`src/hdl/motor_command_frame_builder_defines.svh`:
```
// Assertion macros used by the frame builder RTL.
// Depends on nothing; included by modules that carry assertions.
`ifndef MOTOR_COMMAND_FRAME_BUILDER_DEFINES_SVH
`define MOTOR_COMMAND_FRAME_BUILDER_DEFINES_SVH

// Same-cycle implication, disabled during reset.
`define MCFB_ASSERT_NOW(label, clk, rst, ante, cons) \
   label: assert property (@(posedge clk) disable iff (rst) (ante) |-> (cons)) \
      else $error("frame builder check failed");

// Next-cycle implication, disabled during reset.
`define MCFB_ASSERT_NEXT(label, clk, rst, ante, cons) \
   label: assert property (@(posedge clk) disable iff (rst) (ante) |=> (cons)) \
      else $error("frame builder check failed");

`endif

```
`src/hdl/mcfb_pkg.sv`:
```
// Package for the motor command frame builder: codes, widths and the
// records passed between the front end, the request queue and the serializer.
`timescale 1ns / 1ps

package mcfb_pkg;

   localparam int BYTE_W   = 8;
   localparam int CODE_W   = 5;
   localparam int MAX_BODY = 8;   // bytes in front of the checksum, at most
   localparam int COUNT_W  = 4;   // holds 0 .. MAX_BODY
   localparam int SUM_W    = 11;  // MAX_BODY * 255 fits without wrapping

   typedef enum logic [1:0] {
      ACT_SET_REG   = 2'd0,
      ACT_GET_REG   = 2'd1,
      ACT_EXECUTE   = 2'd2,
      ACT_EXEC_RAMP = 2'd3
   } action_type;

   typedef enum logic [1:0] {
      SIZE_ONE     = 2'd0,
      SIZE_TWO     = 2'd1,
      SIZE_FOUR    = 2'd2,
      SIZE_INVALID = 2'd3
   } value_size_type;

   typedef enum logic [1:0] {
      CSR_CODE_SET  = 2'd0,
      CSR_CODE_GET  = 2'd1,
      CSR_CODE_EXEC = 2'd2,
      CSR_CODE_RAMP = 2'd3
   } csr_index_type;

   localparam logic [CODE_W-1:0] RESET_CODE_SET  = 5'd1;
   localparam logic [CODE_W-1:0] RESET_CODE_GET  = 5'd2;
   localparam logic [CODE_W-1:0] RESET_CODE_EXEC = 5'd3;
   localparam logic [CODE_W-1:0] RESET_CODE_RAMP = 5'd7;

   localparam logic [BYTE_W-1:0] LEN_SET_ONE  = 8'd2;
   localparam logic [BYTE_W-1:0] LEN_SET_TWO  = 8'd3;
   localparam logic [BYTE_W-1:0] LEN_SET_FOUR = 8'd5;
   localparam logic [BYTE_W-1:0] LEN_ID_ONLY  = 8'h01;
   localparam logic [BYTE_W-1:0] LEN_RAMP     = 8'h06;

   localparam logic [COUNT_W-1:0] CNT_SET_ONE  = 4'd4;
   localparam logic [COUNT_W-1:0] CNT_SET_TWO  = 4'd5;
   localparam logic [COUNT_W-1:0] CNT_SET_FOUR = 4'd7;
   localparam logic [COUNT_W-1:0] CNT_ID_ONLY  = 4'd3;
   localparam logic [COUNT_W-1:0] CNT_RAMP     = 4'd8;

   // One classified request: frame bytes ahead of the checksum.
   typedef struct packed {
      logic [MAX_BODY-1:0][BYTE_W-1:0] bytes;
      logic [COUNT_W-1:0]              count;
      logic                            size_error;
   } frame_desc_type;

   typedef struct packed {
      logic [BYTE_W-1:0] frame_byte;
      logic              last_byte;
      logic              size_error;
   } rsp_item_type;

endpackage

```
`src/hdl/motor_command_frame_builder.sv`:
```
// Motor command frame builder, top level. Each request becomes one serial
// frame of 4 to 9 bytes (9 for an execute ramp), or one error result for a
// bad value size; results leave one byte per cycle while the consumer pops.
// The serializer emits one byte per clock while the result buffer has room;
// frames follow each other with no gap. Up to two classified requests wait
// between the front end and the serializer, and a two-entry result buffer
// lets the serializer continue while the consumer stalls. Command code
// registers are written through the csr_ port, which is always ready.
// Depends on mcfb_pkg and the mcfb_ modules.
`timescale 1ns / 1ps

module motor_command_frame_builder (
   input  logic                clock,
   input  logic                reset,
   input  logic                csr_valid,
   output logic                csr_ready,
   input  logic [1:0]          csr_index,
   input  logic [4:0]          csr_wdata,
   input  logic                req_push,
   output logic                req_full,
   input  logic [1:0]          req_action,
   input  logic [2:0]          req_motor_id,
   input  logic [7:0]          req_item_id,
   input  logic [1:0]          req_value_size,
   input  logic signed [31:0]  req_value,
   input  logic [15:0]         req_duration,
   output logic                rsp_empty,
   input  logic                rsp_pop,
   output logic [7:0]          rsp_frame_byte,
   output logic                rsp_last_byte,
   output logic                rsp_size_error
);

   mcfb_pkg::frame_desc_type new_desc;
   mcfb_pkg::frame_desc_type head_desc;
   logic                     req_fire;
   logic                     desc_empty;
   logic                     desc_pop;

   assign csr_ready = 1'b1;
   assign req_fire  = req_push & ~req_full;

   mcfb_front u_front (
      .clock          (clock),
      .reset          (reset),
      .csr_wr         (csr_valid & csr_ready),
      .csr_index      (csr_index),
      .csr_wdata      (csr_wdata),
      .req_action     (req_action),
      .req_motor_id   (req_motor_id),
      .req_item_id    (req_item_id),
      .req_value_size (req_value_size),
      .req_value      (req_value),
      .req_duration   (req_duration),
      .desc           (new_desc)
   );

   mcfb_desc_queue u_queue (
      .clock     (clock),
      .reset     (reset),
      .push      (req_fire),
      .push_desc (new_desc),
      .full      (req_full),
      .pop       (desc_pop),
      .head_desc (head_desc),
      .empty     (desc_empty)
   );

   mcfb_back u_back (
      .clock          (clock),
      .reset          (reset),
      .head_desc      (head_desc),
      .desc_empty     (desc_empty),
      .desc_pop       (desc_pop),
      .rsp_empty      (rsp_empty),
      .rsp_pop        (rsp_pop),
      .rsp_frame_byte (rsp_frame_byte),
      .rsp_last_byte  (rsp_last_byte),
      .rsp_size_error (rsp_size_error)
   );

endmodule

```
`src/hdl/mcfb_front.sv`:
```
// Front end of the frame builder: command code registers and request
// classification into a frame record. Depends on mcfb_pkg.
`timescale 1ns / 1ps

module mcfb_front (
   input  logic                           clock,
   input  logic                           reset,
   input  logic                           csr_wr,
   input  logic [1:0]                     csr_index,
   input  logic [mcfb_pkg::CODE_W-1:0]    csr_wdata,
   input  logic [1:0]                     req_action,
   input  logic [2:0]                     req_motor_id,
   input  logic [7:0]                     req_item_id,
   input  logic [1:0]                     req_value_size,
   input  logic signed [31:0]             req_value,
   input  logic [15:0]                    req_duration,
   output mcfb_pkg::frame_desc_type       desc
);

   logic [mcfb_pkg::CODE_W-1:0] code_set_ff,  code_set_in;
   logic [mcfb_pkg::CODE_W-1:0] code_get_ff,  code_get_in;
   logic [mcfb_pkg::CODE_W-1:0] code_exec_ff, code_exec_in;
   logic [mcfb_pkg::CODE_W-1:0] code_ramp_ff, code_ramp_in;

   always_comb begin
      code_set_in  = code_set_ff;
      code_get_in  = code_get_ff;
      code_exec_in = code_exec_ff;
      code_ramp_in = code_ramp_ff;
      if (csr_wr) begin
         case (mcfb_pkg::csr_index_type'(csr_index))
            mcfb_pkg::CSR_CODE_SET:  code_set_in  = csr_wdata;
            mcfb_pkg::CSR_CODE_GET:  code_get_in  = csr_wdata;
            mcfb_pkg::CSR_CODE_EXEC: code_exec_in = csr_wdata;
            mcfb_pkg::CSR_CODE_RAMP: code_ramp_in = csr_wdata;
            default: begin
            end
         endcase
      end
   end

   always_ff @(posedge clock) begin
      if (reset) begin
         code_set_ff  <= mcfb_pkg::RESET_CODE_SET;
         code_get_ff  <= mcfb_pkg::RESET_CODE_GET;
         code_exec_ff <= mcfb_pkg::RESET_CODE_EXEC;
         code_ramp_ff <= mcfb_pkg::RESET_CODE_RAMP;
      end else begin
         code_set_ff  <= code_set_in;
         code_get_ff  <= code_get_in;
         code_exec_ff <= code_exec_in;
         code_ramp_ff <= code_ramp_in;
      end
   end

   // Payload bytes go out little-endian.
   always_comb begin
      desc = '0;
      case (mcfb_pkg::action_type'(req_action))
         mcfb_pkg::ACT_SET_REG: begin
            desc.bytes[0] = {req_motor_id, code_set_ff};
            desc.bytes[2] = req_item_id;
            desc.bytes[3] = req_value[7:0];
            case (mcfb_pkg::value_size_type'(req_value_size))
               mcfb_pkg::SIZE_ONE: begin
                  desc.bytes[1] = mcfb_pkg::LEN_SET_ONE;
                  desc.count    = mcfb_pkg::CNT_SET_ONE;
               end
               mcfb_pkg::SIZE_TWO: begin
                  desc.bytes[1] = mcfb_pkg::LEN_SET_TWO;
                  desc.bytes[4] = req_value[15:8];
                  desc.count    = mcfb_pkg::CNT_SET_TWO;
               end
               mcfb_pkg::SIZE_FOUR: begin
                  desc.bytes[1] = mcfb_pkg::LEN_SET_FOUR;
                  desc.bytes[4] = req_value[15:8];
                  desc.bytes[5] = req_value[23:16];
                  desc.bytes[6] = req_value[31:24];
                  desc.count    = mcfb_pkg::CNT_SET_FOUR;
               end
               default: begin
                  desc.size_error = 1'b1;
               end
            endcase
         end
         mcfb_pkg::ACT_GET_REG: begin
            desc.bytes[0] = {req_motor_id, code_get_ff};
            desc.bytes[1] = mcfb_pkg::LEN_ID_ONLY;
            desc.bytes[2] = req_item_id;
            desc.count    = mcfb_pkg::CNT_ID_ONLY;
         end
         mcfb_pkg::ACT_EXECUTE: begin
            desc.bytes[0] = {req_motor_id, code_exec_ff};
            desc.bytes[1] = mcfb_pkg::LEN_ID_ONLY;
            desc.bytes[2] = req_item_id;
            desc.count    = mcfb_pkg::CNT_ID_ONLY;
         end
         default: begin
            desc.bytes[0] = {req_motor_id, code_ramp_ff};
            desc.bytes[1] = mcfb_pkg::LEN_RAMP;
            desc.bytes[2] = req_value[7:0];
            desc.bytes[3] = req_value[15:8];
            desc.bytes[4] = req_value[23:16];
            desc.bytes[5] = req_value[31:24];
            desc.bytes[6] = req_duration[7:0];
            desc.bytes[7] = req_duration[15:8];
            desc.count    = mcfb_pkg::CNT_RAMP;
         end
      endcase
   end

endmodule

```
`src/hdl/mcfb_desc_queue.sv`:
```
// Two-entry queue of classified requests between the front end and the
// serializer. Depends on mcfb_pkg.
`timescale 1ns / 1ps

module mcfb_desc_queue (
   input  logic                     clock,
   input  logic                     reset,
   input  logic                     push,
   input  mcfb_pkg::frame_desc_type push_desc,
   output logic                     full,
   input  logic                     pop,
   output mcfb_pkg::frame_desc_type head_desc,
   output logic                     empty
);

   mcfb_pkg::frame_desc_type entry_ff [2];
   logic       wr_ptr_ff, wr_ptr_in;
   logic       rd_ptr_ff, rd_ptr_in;
   logic [1:0] cnt_ff, cnt_in;

   assign full      = (cnt_ff == 2'd2);
   assign empty     = (cnt_ff == 2'd0);
   assign head_desc = entry_ff[rd_ptr_ff];

   always_comb begin
      wr_ptr_in = push ? ~wr_ptr_ff : wr_ptr_ff;
      rd_ptr_in = pop  ? ~rd_ptr_ff : rd_ptr_ff;
      cnt_in    = cnt_ff + {1'b0, push} - {1'b0, pop};
   end

   always_ff @(posedge clock) begin
      if (reset) begin
         wr_ptr_ff <= 1'b0;
         rd_ptr_ff <= 1'b0;
         cnt_ff    <= 2'd0;
      end else begin
         wr_ptr_ff <= wr_ptr_in;
         rd_ptr_ff <= rd_ptr_in;
         cnt_ff    <= cnt_in;
      end
   end

   always_ff @(posedge clock) begin
      if (push) begin
         entry_ff[wr_ptr_ff] <= push_desc;
      end
   end

endmodule

```
`src/hdl/mcfb_back.sv`:
```
// Serializer of the frame builder: walks the head request byte by byte,
// builds the checksum on the fly and feeds a two-entry result buffer.
// Depends on mcfb_pkg and motor_command_frame_builder_defines.svh.
`timescale 1ns / 1ps
`include "motor_command_frame_builder_defines.svh"

module mcfb_back (
   input  logic                               clock,
   input  logic                               reset,
   input  mcfb_pkg::frame_desc_type           head_desc,
   input  logic                               desc_empty,
   output logic                               desc_pop,
   output logic                               rsp_empty,
   input  logic                               rsp_pop,
   output logic [mcfb_pkg::BYTE_W-1:0]        rsp_frame_byte,
   output logic                               rsp_last_byte,
   output logic                               rsp_size_error
);

   logic [mcfb_pkg::COUNT_W-1:0] idx_ff, idx_in;
   logic [mcfb_pkg::SUM_W-1:0]   sum_ff, sum_in;
   logic [mcfb_pkg::BYTE_W-1:0]  checksum;
   logic                         is_chk;
   logic                         rsp_fire;
   logic                         can_emit;
   logic                         emit_fire;
   mcfb_pkg::rsp_item_type       emit_item;

   mcfb_pkg::rsp_item_type out_ff [2];
   logic       out_wr_ff, out_wr_in;
   logic       out_rd_ff, out_rd_in;
   logic [1:0] out_cnt_ff, out_cnt_in;

   assign rsp_fire  = rsp_pop & ~rsp_empty;
   assign can_emit  = (out_cnt_ff != 2'd2) | rsp_fire;
   assign emit_fire = ~desc_empty & can_emit;
   assign is_chk    = (idx_ff == head_desc.count);

   // The running sum never wraps its 11 bits; its top bits are added to its low byte once.
   assign checksum = sum_ff[mcfb_pkg::BYTE_W-1:0]
                   + {{(2*mcfb_pkg::BYTE_W-mcfb_pkg::SUM_W){1'b0}},
                      sum_ff[mcfb_pkg::SUM_W-1:mcfb_pkg::BYTE_W]};

   always_comb begin
      emit_item.size_error = head_desc.size_error;
      emit_item.last_byte  = head_desc.size_error | is_chk;
      if (head_desc.size_error) begin
         emit_item.frame_byte = '0;
      end else if (is_chk) begin
         emit_item.frame_byte = checksum;
      end else begin
         emit_item.frame_byte = head_desc.bytes[idx_ff[2:0]];
      end
   end

   assign desc_pop = emit_fire & emit_item.last_byte;

   always_comb begin
      idx_in = idx_ff;
      sum_in = sum_ff;
      if (emit_fire) begin
         if (emit_item.last_byte) begin
            idx_in = '0;
            sum_in = '0;
         end else begin
            idx_in = idx_ff + 1'b1;
            sum_in = sum_ff + {{(mcfb_pkg::SUM_W-mcfb_pkg::BYTE_W){1'b0}},
                               emit_item.frame_byte};
         end
      end
   end

   always_comb begin
      out_wr_in  = emit_fire ? ~out_wr_ff : out_wr_ff;
      out_rd_in  = rsp_fire  ? ~out_rd_ff : out_rd_ff;
      out_cnt_in = out_cnt_ff + {1'b0, emit_fire} - {1'b0, rsp_fire};
   end

   always_ff @(posedge clock) begin
      if (reset) begin
         idx_ff     <= '0;
         sum_ff     <= '0;
         out_wr_ff  <= 1'b0;
         out_rd_ff  <= 1'b0;
         out_cnt_ff <= 2'd0;
      end else begin
         idx_ff     <= idx_in;
         sum_ff     <= sum_in;
         out_wr_ff  <= out_wr_in;
         out_rd_ff  <= out_rd_in;
         out_cnt_ff <= out_cnt_in;
      end
   end

   always_ff @(posedge clock) begin
      if (emit_fire) begin
         out_ff[out_wr_ff] <= emit_item;
      end
   end

   assign rsp_empty      = (out_cnt_ff == 2'd0);
   assign rsp_frame_byte = out_ff[out_rd_ff].frame_byte;
   assign rsp_last_byte  = out_ff[out_rd_ff].last_byte;
   assign rsp_size_error = out_ff[out_rd_ff].size_error;

   `MCFB_ASSERT_NEXT(a_idx_steps, clock, reset, emit_fire && !emit_item.last_byte, idx_ff == $past(idx_ff) + 1'b1)
   `MCFB_ASSERT_NEXT(a_idx_rewinds, clock, reset, emit_fire && emit_item.last_byte, idx_ff == '0 && sum_ff == '0)
   `MCFB_ASSERT_NOW(a_idx_bounded, clock, reset, !desc_empty, idx_ff <= head_desc.count || head_desc.size_error)
   `MCFB_ASSERT_NOW(a_error_alone, clock, reset, emit_fire && head_desc.size_error, idx_ff == '0 && desc_pop)

endmodule
```
`config.mk`:
```
export PLATFORM = sky130hd
export DESIGN_NAME = motor_command_frame_builder
export DESIGN_NICKNAME = d
export VERILOG_FILES = /design/src/hdl/mcfb_pkg.sv /design/src/hdl/motor_command_frame_builder.sv /design/src/hdl/mcfb_front.sv /design/src/hdl/mcfb_desc_queue.sv /design/src/hdl/mcfb_back.sv
export VERILOG_INCLUDE_DIRS = /design/src /design/src/hdl
export SDC_FILE = /design/constraint.sdc
export NUM_CORES = 1
export LEC_CHECK = 0
export BUFFER_PORTS_ARGS = -buffer_cell sky130_fd_sc_hd__buf_2
export CORE_ASPECT_RATIO = 1.2
export CORE_MARGIN = 1.5
export CORE_UTILIZATION = 31
export CTS_CLUSTER_SIZE = 30
export DETAILED_ROUTE_END_ITERATION = 12
export GPL_TIMING_DRIVEN = 1
export SYNTH_ARGS = -nofsm -noshare
export SYNTH_HDL_FRONTEND = slang
export SYNTH_SLANG_ARGS = --single-unit
```
`constraint.sdc`:
```
create_clock -name clock -period 5.1 [get_ports clock]
set_input_delay 1.275 -clock clock [delete_from_list [all_inputs] [get_ports clock]]
set_output_delay 1.275 -clock clock [all_outputs]
set_load 0.005 [all_outputs]
```
# [Word level (Yosys, flattened, before mapping)]
# Memory sizes are Yosys's and may differ from the RTL's. A register that Yosys moved wholly into a read port is not among the register bits.
# Index checks and enable logic that the tools add are counted.
# Widths: inputs -> output; s select.
[op_classes] div=0 n_addsub=7 n_lt_le_gt_ge=1 n_bitwise=13 multipliers=0 muxes=23 n_reduce_logical=13 shift=0 eq_ne=10
[ops] op="$pmux 28 s3" count=1
[ops] op="$pmux 32 s2" count=1
[ops] op="$mux 8" count=5
[ops] op="$bmux 8 s3" count=1
[ops] op="$pmux 3 s3" count=2
[ops] op="$mux 16" count=1
[ops] op="$add 11x8->11" count=1
[ops] op="$mux 11" count=1
[ops] op="$eq 2x2->1 const B" count=5
[ops] op="$logic_not 2->1" count=5
[ops] op="$mux 1" count=10
[ops] op="$add 8x3->8" count=1
[ops] op="$reduce_and 2->1" count=4
[ops] op="$not 1->1" count=7
[ops] op="$eq 2x1->1 const B" count=3
[ops] op="$reduce_or 3->1" count=2
[ops] op="$add 2x1->2" count=2
[ops] op="$add 4x1->4 const B" count=1
[ops] op="$and 1x1->1" count=4
[ops] op="$eq 4x4->1" count=1
[ops] op="$lt 3x4->1 const B" count=1
[ops] op="$mux 4" count=1
[ops] op="$reduce_or 2->1" count=2
[ops] op="$sub 2x1->2" count=2
[ops] op="2 further kinds" count=3
[word_totals] latch_bits=0 romBits=0 ff_bits=43 memories=2 ram_bits=158 output_inout_bits=13 input_bits=75
[mem_list] name="u_queue.entry_ff" depth=2 width=69 rd=1 rd_ports_with_merged_regs=1 wr=1 line="mcfb_desc_queue.sv:16" source="mcfb_pkg::frame_desc_type entry_ff [2];"
[mem_list] name="u_back.out_ff" depth=2 width=10 rd=1 rd_ports_with_merged_regs=1 wr=1 line="mcfb_back.sv:29" source="mcfb_pkg::rsp_item_type out_ff [2];"

# [Longest topological paths before layout]
# Gate-level depths: netlist (run 1).
[depth] ltp_word=8 ltp_mapped=16 mapped_depth_nobuf=13

# [Modules after synthesis]
# A second synthesis (run 1) with hierarchy kept.
[hier_totals] hier_cells=702 hier_area_um2=9745.6
[modules_own_cells] module="mcfb_desc_queue" cells_each=236 area_per_inst_um2=5237.5 seq_area_each_um2=4244.1 instances=1
[modules_own_cells] module="mcfb_back" cells_each=239 area_per_inst_um2=2717.6 seq_area_each_um2=1001.0 instances=1
[modules_own_cells] module="mcfb_front" cells_each=224 area_per_inst_um2=1765.4 seq_area_each_um2=400.4 instances=1
[modules_own_cells] module="motor_command_frame_builder" cells_each=3 area_per_inst_um2=25.0 seq_area_each_um2=0.0 instances=1

# [Worst setup path after synthesis (run 1)]
# Ideal clock, no wire load.
[synth_timing] path_kind="input port to flip-flop" from="in req_push" to="mem u_queue.entry_ff[0][0] (netlist name) (enable)" t_arrival_ns=3.996 setup_time_ns=0.484 path_buffers=0 required_time_ns=4.616 stages=2 slack_ns=0.620 cell_sequence="nand2_1 nor2_1"
[synth_between] elab_chain_cells=3
[synth_rtl] element="start, declared" line="motor_command_frame_builder.sv:19" source="input logic req_push,"
[synth_rtl] element="$and 1x1->1" line="motor_command_frame_builder.sv:41" source="assign req_fire = req_push & ~req_full;"
[synth_rtl] element="$mux 1" line="mcfb_desc_queue.sv:44" source="if (push) begin"
[synth_rtl] element="$mux 1 (implied by the code)" line="mcfb_desc_queue.sv:45" source="entry_ff[wr_ptr_ff] <= push_desc;"
[synth_rtl] element="end, declared" line="mcfb_desc_queue.sv:16"
# No other way between the ends.

==> results.py, run 1 <==
metrics = {
    "outcome": {
        "status": "finished clean",
    },
    "timing": {
        "fmax_mhz": 249,
        "rsz0062_at_grt": "no",
        "worstMarginPinSlew_ns": 1.14,
        "skew_ns": 0.0125,
        "finalSetupViolations": 0,
        "final.period_utilization_pct": 78.7,
        "relSlewSlack_pct": 23.7,
        "final_hold_viol_count": 0,
        "whs_ns": 0.465,
        "period_needed_ns": 4.02,
        "setup_tns_ns": 0,
        "drv_slew": 0,
    },
    "floorplan": {
        "fp.dieH_um": 188,
        "rows": 67,
        "start_util_pct": 31.7,
        "die_x_um": 157,
        "core_area_sq_mm": 0.0280,
        "num_io_pins": 88,
        "dieArea_sq_mm": 0.0296,
    },
    "synth": {
        "avgSynthCellArea_sq_um": 14.0,
        "synth.cell_area_sq_mm": 0.00887,
        "synth_edf_count": 146,
        "synthDistinctLibCells": 59,
        "synth.top_cell.area_share_pct": 49.4,
        "synth_commonest_cells": "edfxtp_1 (146), dfxtp_1 (45), nor2_1 (44)",
        "synth_top_flop_cell": "edfxtp_1",
        "ys_seq_area_share_pct": 59.6,
        "synth_fp_nets": 735,
        "async_reset_ff_share_pct": 0,
        "postSynthCellCount": 633,
        "yosysMostFrequentCell": "edfxtp_1",
        "synth_seq_cells": 191,
        "synthTopCellsByArea": "edfxtp_1 (49%), dfxtp_1 (10%), mux4_2 (5.8%)",
        "yosysTopAreaCell": "edfxtp_1",
        "ys_warn_count": 0,
    },
    "global_route": {
        "grtUsageTotal_pct": 13.2,
        "antenna_found_initial": 0,
        "grt-ovfl-total": 0,
        "grt_pass1_vias": 5401,
        "grt_pass1_wl_um": 29700,
        "grt_max_degree": 54,
    },
    "routing": {
        "drtPass1Iterations": 4,
        "wl_um": 19000,
        "drt_iter0_markers": 228,
        "vias": 5445,
        "detail_route.vias_per_cell": 4.91,
        "drc": 0,
        "wire_per_inst_um": 17.1,
        "ant_nets": 0,
    },
    "place": {
        "io_buffers": 86,
        "dpl.cell_count": 1076,
        "gp_congestion": 0.838,
        "post-dp-hpwl_um": 13200,
    },
    "layout": {
        "area_growth_syn_to_layout_pct": 15.6,
        "stdcell_count": 1108,
        "nFillCells": 2727,
        "drive_above_1_share_pct": 24.8,
        "final_util_pct": 36.6,
        "layout.nets": 818,
        "diodes": 0,
    },
    "clock_network": {
        "numCtsBuffers": 17,
        "post_cts_resized": 0,
        "cts_sinks": 191,
        "cts_tree": "built",
        "ctsHoldBuffers": 0,
        "h-tree-depth": 4,
        "path_clk_slew_ns": 0.08,
        "cts_max_path_buffers": 2,
        "ctsRootBufferMaster": "clkbuf_16",
        "post_cts_buffers": 0,
        "clock_latency_ns": 0.43,
    },
    "worst_setup_path": {
        "cp_max_fo": 23,
        "cp-start-kind": "flop",
        "crit_arrival_ns": 4.39,
        "path_class": "flop to flop",
        "critPathCaptureType": "flop",
        "cp.required_ns": 5.47,
    },
    "run": {
        "maxCapViolCount": 0,
    },
    "min_path": {
        "min_path_type": "flop to flop",
    },
    "power_and_ir_drop": {
        "power_density_mw_per_mm2": 453,
        "p_total_mw": 4.64,
        "p_leak_nw": 3.86,
        "vdd_drop_max_uv": 297,
    },
}
[final timing paths]
path	start	to	slack [ns]	cells after the start
max	flop	u_back.sum_ff[10]	1.08	14
min	u_front.code_ramp_ff[0]	u_front.code_ramp_ff[0]	0.47	1
max reg2reg	flop	u_back.sum_ff[10]	1.08	14
min reg2reg	u_front.code_ramp_ff[0]	u_front.code_ramp_ff[0]	0.47	1
[metal layers]
layer | routed length, um | up-vias | GRT usage, %
li1 | - | 2613 | -
met1 | 8270 | 2682 | 16.6
met4 | 429 | 0 | 4.79
met3 | 685 | 23 | 2.28
met2 | 9610 | 127 | 22.8
met5 | 0 | - | 0
[sequential cells by signal (all words and copies together), names as in the netlist, named ones only]
register,flops
u_front.code_exec_ff,5
u_back.idx_ff,4
u_back.out_wr_ff,1
u_queue.entry_ff,126
u_back.out_cnt_ff,2
u_back.out_rd_ff,1
u_front.code_ramp_ff,5
u_queue.rd_ptr_ff,1
u_front.code_set_ff,5
u_back.sum_ff,11
u_queue.wr_ptr_ff,1
u_front.code_get_ff,5
u_queue.cnt_ff,2
u_back.out_ff,20
[metrics by stage]
step | area [sq um] | setup slack (ns)
final | 10300 | 1.08
after detailed placement | 9690 | 1.04
after global placement | 9690 | 1.16
after global routing | 10300 | 0.707
after CTS | 10300 | 1.02
after floorplan | 8870 | 0.620
[layout make-up]
cell class	instances	area, sq um	share of cell area [%]
multi-input combinational	384	3320	32.4
tap	379	474	4.63
timing repair buffer	98	520	5.08
sequential	191	5290	51.6
clock inverter	14	131	1.28
inverter	24	90.1	0.879
clock buffer	18	429	4.19
[cells in the final DEF (no fill, tap or decap), drive strengths merged, types with 18 or more instances in the layout]
master	instances
a21oi	20
a22o	41
buf	98
clkbuf	18
dfxtp	45
edfxtp	146
ha	25
inv	29
mux2i	26
mux4	27
nand2	27
nor2	44
o21ai	18
[critical path, stage by stage, from the launching register on]
cell and delay [ns]:
dfxtp_2 0.88, mux2i_4 0.49, inv_2 0.18, a41oi_2 0.19
buf_4 0.25, nand2_1 0.08, o21ai_1 0.15, ha_1 0.24
inv_1 0.06, fa_1 0.40, nand2b_1 0.20, a21oi_1 0.19
o21ai_0 0.17, or3_1 0.33, a21oi_1 0.14
[cells by family after synthesis]
group                      synth area share, %
buffers and inverters                     3.06
AOI/OAI and AO/OA                         11.1
DFF                                       59.6
other                                   0.0423
muxes                                     12.2
and+or+nand+nor                           7.83
adders and majority gates                 3.98
xor gates and xnor gates                  2.17
[power breakdown]
part           internal (mW)  total [mW]  switching [mW]
sequential              1.99        2.13           0.140
combinational          0.563        1.25           0.690
clock                  0.644        1.26           0.612
Power figures use the tool's default switching activity.
==> run 2, diff against run 1 <==
- clock period: 5.1 -> 3.33 ns (I/O delays scaled with it)
==> run 2 against run 1 <==
Against the previous run: clock skew up 0.00099 ns; critical path depth down 4; count of clock-buffer cells in the layout down 1; utilization up 1.7 points; first-iteration DRC count up 61%; wire length up 1.3%; register-to-register slack worse by 0.94 ns; sequential power up 53%; non-clock buffer count up 34; critical path type unchanged; largest power group unchanged.
==> results.py, run 2 (synthesis results as in run 1) <==
metrics = {
    "worst_setup_path": {
        "crit_arrival_ns": 3.52,
        "r2r-end": "u_back.sum_ff[9]",
        "path_class": "flop to flop",
        "cp-start-kind": "flop",
        "rr_worst_depth": 10,
        "cp_max_fo": 7,
        "critPathCaptureType": "flop",
        "critPathCapture": "u_back.sum_ff[9]",
        "reg2reg_slack_ns": 0.14,
        "cp.required_ns": 3.66,
    },
    "place": {
        "pre_cts_slack_ns": -0.0649,
        "io_buffers": 86,
        "post-dp-hpwl_um": 13400,
        "dpl_cell_area_sq_mm": 0.00994,
        "gp_congestion": 0.813,
    },
    "timing": {
        "whs_ns": 0.460,
        "finalSetupViolations": 0,
        "setup_tns_ns": 0,
        "final.period_utilization_pct": 95.8,
        "relSlewSlack_pct": 33.3,
        "final_hold_viol_count": 0,
        "worstMarginPinSlew_ns": 1.00,
        "period_needed_ns": 3.19,
        "drv_slew": 0,
        "fmax_mhz": 314,
        "skew_ns": 0.0135,
        "setup_ws_ns": 0.141,
    },
    "routing": {
        "drt_iter0_markers": 368,
        "ant_nets": 0,
        "wl_met3_um": 889,
        "detail_route.vias_per_cell": 4.84,
        "vias": 5531,
        "drc": 0,
        "top_layer_used": "met4",
        "met1_length_um": 8280,
        "wl_met2_um": 9620,
        "drtPass1Iterations": 5,
        "wire_per_inst_um": 16.8,
        "wl_um": 19200,
    },
    "layout": {
        "diodes": 0,
        "finalInstanceArea_sq_mm": 0.0107,
        "top_regs": "u_queue.entry_ff (126), u_back.out_ff (20), u_back.sum_ff (11)",
        "area_growth_syn_to_layout_pct": 21.1,
        "layout.nets": 852,
        "largest_reg_flops": 126,
        "final_cell_mix": "edfxtp_1 (146), buf_2 (86), dfxtp_1 (44)",
        "drive_above_1_share_pct": 30.0,
        "largest-register": "u_queue.entry_ff",
        "layout.cells.most_common": "edfxtp_1",
    },
    "power_and_ir_drop": {
        "power_density_mw_per_mm2": 717,
        "p_leak_nw": 4.09,
        "vdd_drop_max_uv": 388,
        "p_total_mw": 7.70,
    },
    "clock_network": {
        "cts_tree": "built",
        "ctsRootBufferMaster": "clkbuf_16",
        "numCtsBuffers": 17,
        "cts_sinks": 191,
        "h-tree-depth": 4,
        "clock_latency_ns": 0.44,
        "path_clk_slew_ns": 0.07,
        "cts_max_path_buffers": 2,
    },
    "floorplan": {
        "die_x_um": 157,
        "rows": 67,
        "num_io_pins": 88,
        "core_area_sq_mm": 0.0280,
        "dieArea_sq_mm": 0.0296,
        "fp.dieH_um": 188,
        "start_util_pct": 31.7,
    },
    "global_route": {
        "grt_pass1_vias": 5607,
        "grt_max_degree": 64,
        "antenna_found_initial": 0,
        "grt_pass1_wl_um": 30100,
        "grt-ovfl-total": 0,
        "grtUsageTotal_pct": 13.5,
    },
    "run": {
        "maxCapViolCount": 0,
    },
    "min_path": {
        "min_path_type": "flop to flop",
    },
    "outcome": {
        "status": "finished clean",
    },
}
==> run 2: cell types whose count changed in the layout (fill, tap and decap cells not counted), moves of 3 or more <==
cell,before,now
ha_1,24,21
bufinv_16,0,3
buf_12,0,5
clkinv_4,5,1
buf_4,12,39
==> run 2: how the worst min path moves through the flow <==
stage	start	end	slack (ns)	depth (start not counted)
3_3_place_gp	u_front.code_exec_ff[0]	u_front.code_exec_ff[0]	0.44	1
5_1_grt	u_front.code_ramp_ff[1]	u_front.code_ramp_ff[1]	0.49	1
4_1_cts	u_front.code_ramp_ff[1]	u_front.code_ramp_ff[1]	0.47	1
2_1_floorplan	u_front.code_exec_ff[0]	u_front.code_exec_ff[0]	0.43	1
6_report	u_front.code_ramp_ff[1]	u_front.code_ramp_ff[1]	0.46	1
3_5_place_dp	u_front.code_ramp_ff[1]	u_front.code_ramp_ff[1]	0.45	1
==> run 2: repair_timing <==
action / CTS / global route
setup buffers: 0 / 7
hold buffers: 0 / 0
endpoints found under the setup margin: 3 / 6
cloned: 0 / 0
endpoints found under the hold margin: 0 / 0
pin swaps: 0 / 6
resized for setup: 1 / 21
==> run 2: final cells by class <==
cell class / instances / area [sq um]
Clock buffer: 17 / 425
Clock inverter: 15 / 219
Fill cell: 2707 / 17300
Inverter: 24 / 90.1
Multi-Input combinational cell: 384 / 3390
Sequential cell: 191 / 5290
Tap cell: 379 / 474
Timing Repair Buffer: 132 / 846
==> run 2: metal layers <==
layer / vias up / GRT usage, %
met1: 2703 / 16.9
met2: 134 / 22.8
met4: 0 / 5.22
met3: 26 / 2.85
met5: - / 0
li1: 2668 / -
==> run 2: per-stage QoR <==
stage                     instances  utilization (%)
after floorplan                 633                -
after global placement         1103             35.5
after detailed placement       1103             35.5
after CTS                      1135             37.8
after global routing           1142             38.3
final                          1142             38.3
==> run 2: power by group <==
group          total [mW]  internal [mW]  switching [mW]  leakage (nW)
Sequential           3.25           3.05           0.193          1.76
Clock                2.17           1.22           0.953         0.310
Combinational        2.28           1.12            1.15          2.02
Total                7.70           5.40            2.30          4.09
==> run 2: worst max-delay path: stages (launching register included) <==
cell      delay [ns]
dfxtp_4         0.42
mux4_1          0.58
a22o_1          0.22
a221o_1         0.31
a21o_1          0.22
ha_1            0.32
a211oi_2        0.27
o21ai_1         0.13
a21o_1          0.18
or3b_1          0.36
o311ai_0        0.08
==> run 3, diff against run 2 <==
- CTS_BUF_LIST: not set -> sky130_fd_sc_hd__clkbuf_4 sky130_fd_sc_hd__clkbuf_8
==> run 3 against run 2 <==
Against the previous run: cell area is 1.8% lower; hold slack improved by 0.0073 ns; sequential share of layout area rose by 0.89 points; utilization down 0.68 points; register-to-register slack about the same; clock skew rose by 0.011 ns; critical path type unchanged; largest cell class unchanged; largest power group unchanged.
==> results.py, run 3 (synthesis results as in run 1) <==
metrics = {
    "outcome": {
        "status": "finished clean",
    },
    "layout": {
        "area_growth_syn_to_layout_pct": 18.9,
        "largest-register": "u_queue.entry_ff",
        "finalInstanceArea_sq_mm": 0.0105,
        "drive_above_1_share_pct": 30.0,
        "layout.nets": 852,
        "largest_reg_flops": 126,
        "top_regs": "u_queue.entry_ff (126), u_back.out_ff (20), u_back.sum_ff (11)",
        "layout.cells.most_common": "edfxtp_1",
        "final_cell_mix": "edfxtp_1 (146), buf_2 (86), dfxtp_1 (44)",
        "stdcell_count": 1142,
        "diodes": 0,
    },
    "global_route": {
        "grt-ovfl-total": 0,
        "grtUsageTotal_pct": 13.4,
        "grt_max_degree": 64,
        "grt_pass1_wl_um": 29900,
        "antenna_found_initial": 0,
        "grt_pass1_vias": 5566,
    },
    "routing": {
        "wire_per_inst_um": 16.7,
        "ant_nets": 0,
        "drt_iter0_markers": 316,
        "drtPass1Iterations": 4,
        "detail_route.vias_per_cell": 4.85,
        "vias": 5533,
        "wl_um": 19100,
        "drc": 0,
    },
    "worst_setup_path": {
        "critPathCapture": "u_back.sum_ff[9]",
        "path_common_cell": "a21o_1",
        "reg2reg_slack_ns": 0.13,
        "path_class": "flop to flop",
        "critPathMaxStageDelay_ns": 0.58,
        "crit_buf_inv": 0,
        "cp_max_fo": 7,
        "cp-start-kind": "flop",
        "critPathCaptureType": "flop",
        "cp_num_cells": 10,
        "rr_worst_depth": 10,
        "r2r-end": "u_back.sum_ff[9]",
        "path_cells": "mux4_1 -> a22o_1 -> a221o_1 -> a21o_1 -> ha_1 -> a211oi_2 -> o21ai_1 -> a21o_1 -> or3b_1 -> o311ai_0",
        "cp.required_ns": 3.70,
        "cp_slowest_cell": "mux4_1",
        "cp_top_family": "compound AO/OA/AOI/OAI gates",
        "crit_arrival_ns": 3.57,
    },
    "clock_network": {
        "numCtsBuffers": 17,
        "path_clk_slew_ns": 0.10,
        "h-tree-depth": 4,
        "cts_max_path_buffers": 2,
        "ctsHoldBuffers": 0,
        "clock_latency_ns": 0.49,
        "ctsRootBufferMaster": "clkbuf_8",
        "cts_sinks": 191,
        "cts_tree": "built",
    },
    "floorplan": {
        "num_io_pins": 88,
        "rows": 67,
        "core_area_sq_mm": 0.0280,
        "fp.dieH_um": 188,
        "dieArea_sq_mm": 0.0296,
        "start_util_pct": 31.7,
        "die_x_um": 157,
    },
    "timing": {
        "finalSetupViolations": 0,
        "final.period_utilization_pct": 96.1,
        "period_needed_ns": 3.20,
        "drv_slew": 0,
        "fmax_mhz": 313,
        "skew_ns": 0.0250,
        "final_hold_viol_count": 0,
        "worstMarginPinSlew_ns": 1.01,
        "relSlewSlack_pct": 33.0,
    },
    "run": {
        "maxCapViolCount": 0,
    },
    "place": {
        "post-dp-hpwl_um": 13400,
        "gp_congestion": 0.813,
        "dpl_cell_area_sq_mm": 0.00994,
        "dpl.cell_count": 1103,
        "io_buffers": 86,
    },
    "min_path": {
        "min_path_type": "flop to flop",
    },
    "power_and_ir_drop": {
        "power_density_mw_per_mm2": 682,
        "p_leak_nw": 4.01,
        "vdd_drop_max_uv": 316,
    },
}
==> run 3: worst register-to-register path, cell delays in order (launching register included) <==
cell and delay [ns]:
dfxtp_4 0.44, mux4_1 0.58, a22o_1 0.22, a221o_1 0.31, a21o_1 0.22, ha_1 0.32
a211oi_2 0.27, o21ai_1 0.13, a21o_1 0.18, or3b_1 0.36, o311ai_0 0.08
==> run 3: worst min path at each step <==
stage / start / endpoint / slack, ns / cells past startpoint
floorplan: u_front.code_exec_ff[0] / u_front.code_exec_ff[0] / 0.43 / 1
global placement: u_front.code_exec_ff[0] / u_front.code_exec_ff[0] / 0.44 / 1
detailed placement: u_front.code_ramp_ff[1] / u_front.code_ramp_ff[1] / 0.45 / 1
CTS: u_front.code_ramp_ff[1] / u_front.code_ramp_ff[1] / 0.47 / 1
global route: u_front.code_ramp_ff[1] / u_front.code_ramp_ff[1] / 0.50 / 1
finish: u_front.code_ramp_ff[1] / u_front.code_ramp_ff[1] / 0.47 / 1
==> run 3: final cells by class <==
cell class / instances / area, sq um
Clock inverter: 15 / 219
Timing Repair Buffer: 132 / 846
Fill cell: 2735 / 17500
Inverter: 24 / 90.1
Multi-Input combinational cell: 384 / 3390
Clock buffer: 17 / 234
Tap cell: 379 / 474
Sequential cell: 191 / 5290
==> run 3: report_power, final <==
group	leakage, nW	switching (mW)	internal, mW
clock	0.223	0.896	0.781
combinational	2.02	1.15	1.12
sequential	1.76	0.193	3.05
total	4.01	2.24	4.95
==> run 3: routing by layer <==
layer  routed length [um]  global-route usage [%]
met1                 8350                    16.8
met2                 9780                    23.1
met3                  723                    2.53
met4                  260                    4.35
met5                    0                       0
==> run 3: repair_timing <==
action	CTS	global route
endpoints found under the setup margin	3	6
pin swaps	0	6
gates resized for setup	1	21
setup buffers	0	7
==> run 3: through the flow <==
| step | hold slack, ns | setup WS [ns] | util, % | total power, mW | TNS, ns |
|---|---|---|---|---|---|
| finish | 0.468 | 0.131 | 37.7 | 7.20 | 0 |
| global route | 0.502 | -0.0290 | 37.7 | 7.60 | -0.0463 |
| CTS | 0.472 | 0.00526 | 37.1 | 7.15 | 0 |
| detailed placement | 0.450 | -0.0649 | 35.5 | 5.47 | -0.0965 |
| global placement | 0.442 | 0.0346 | 35.5 | 5.44 | 0 |
| floorplan | 0.434 | 0.171 | - | 4.70 | 0 |
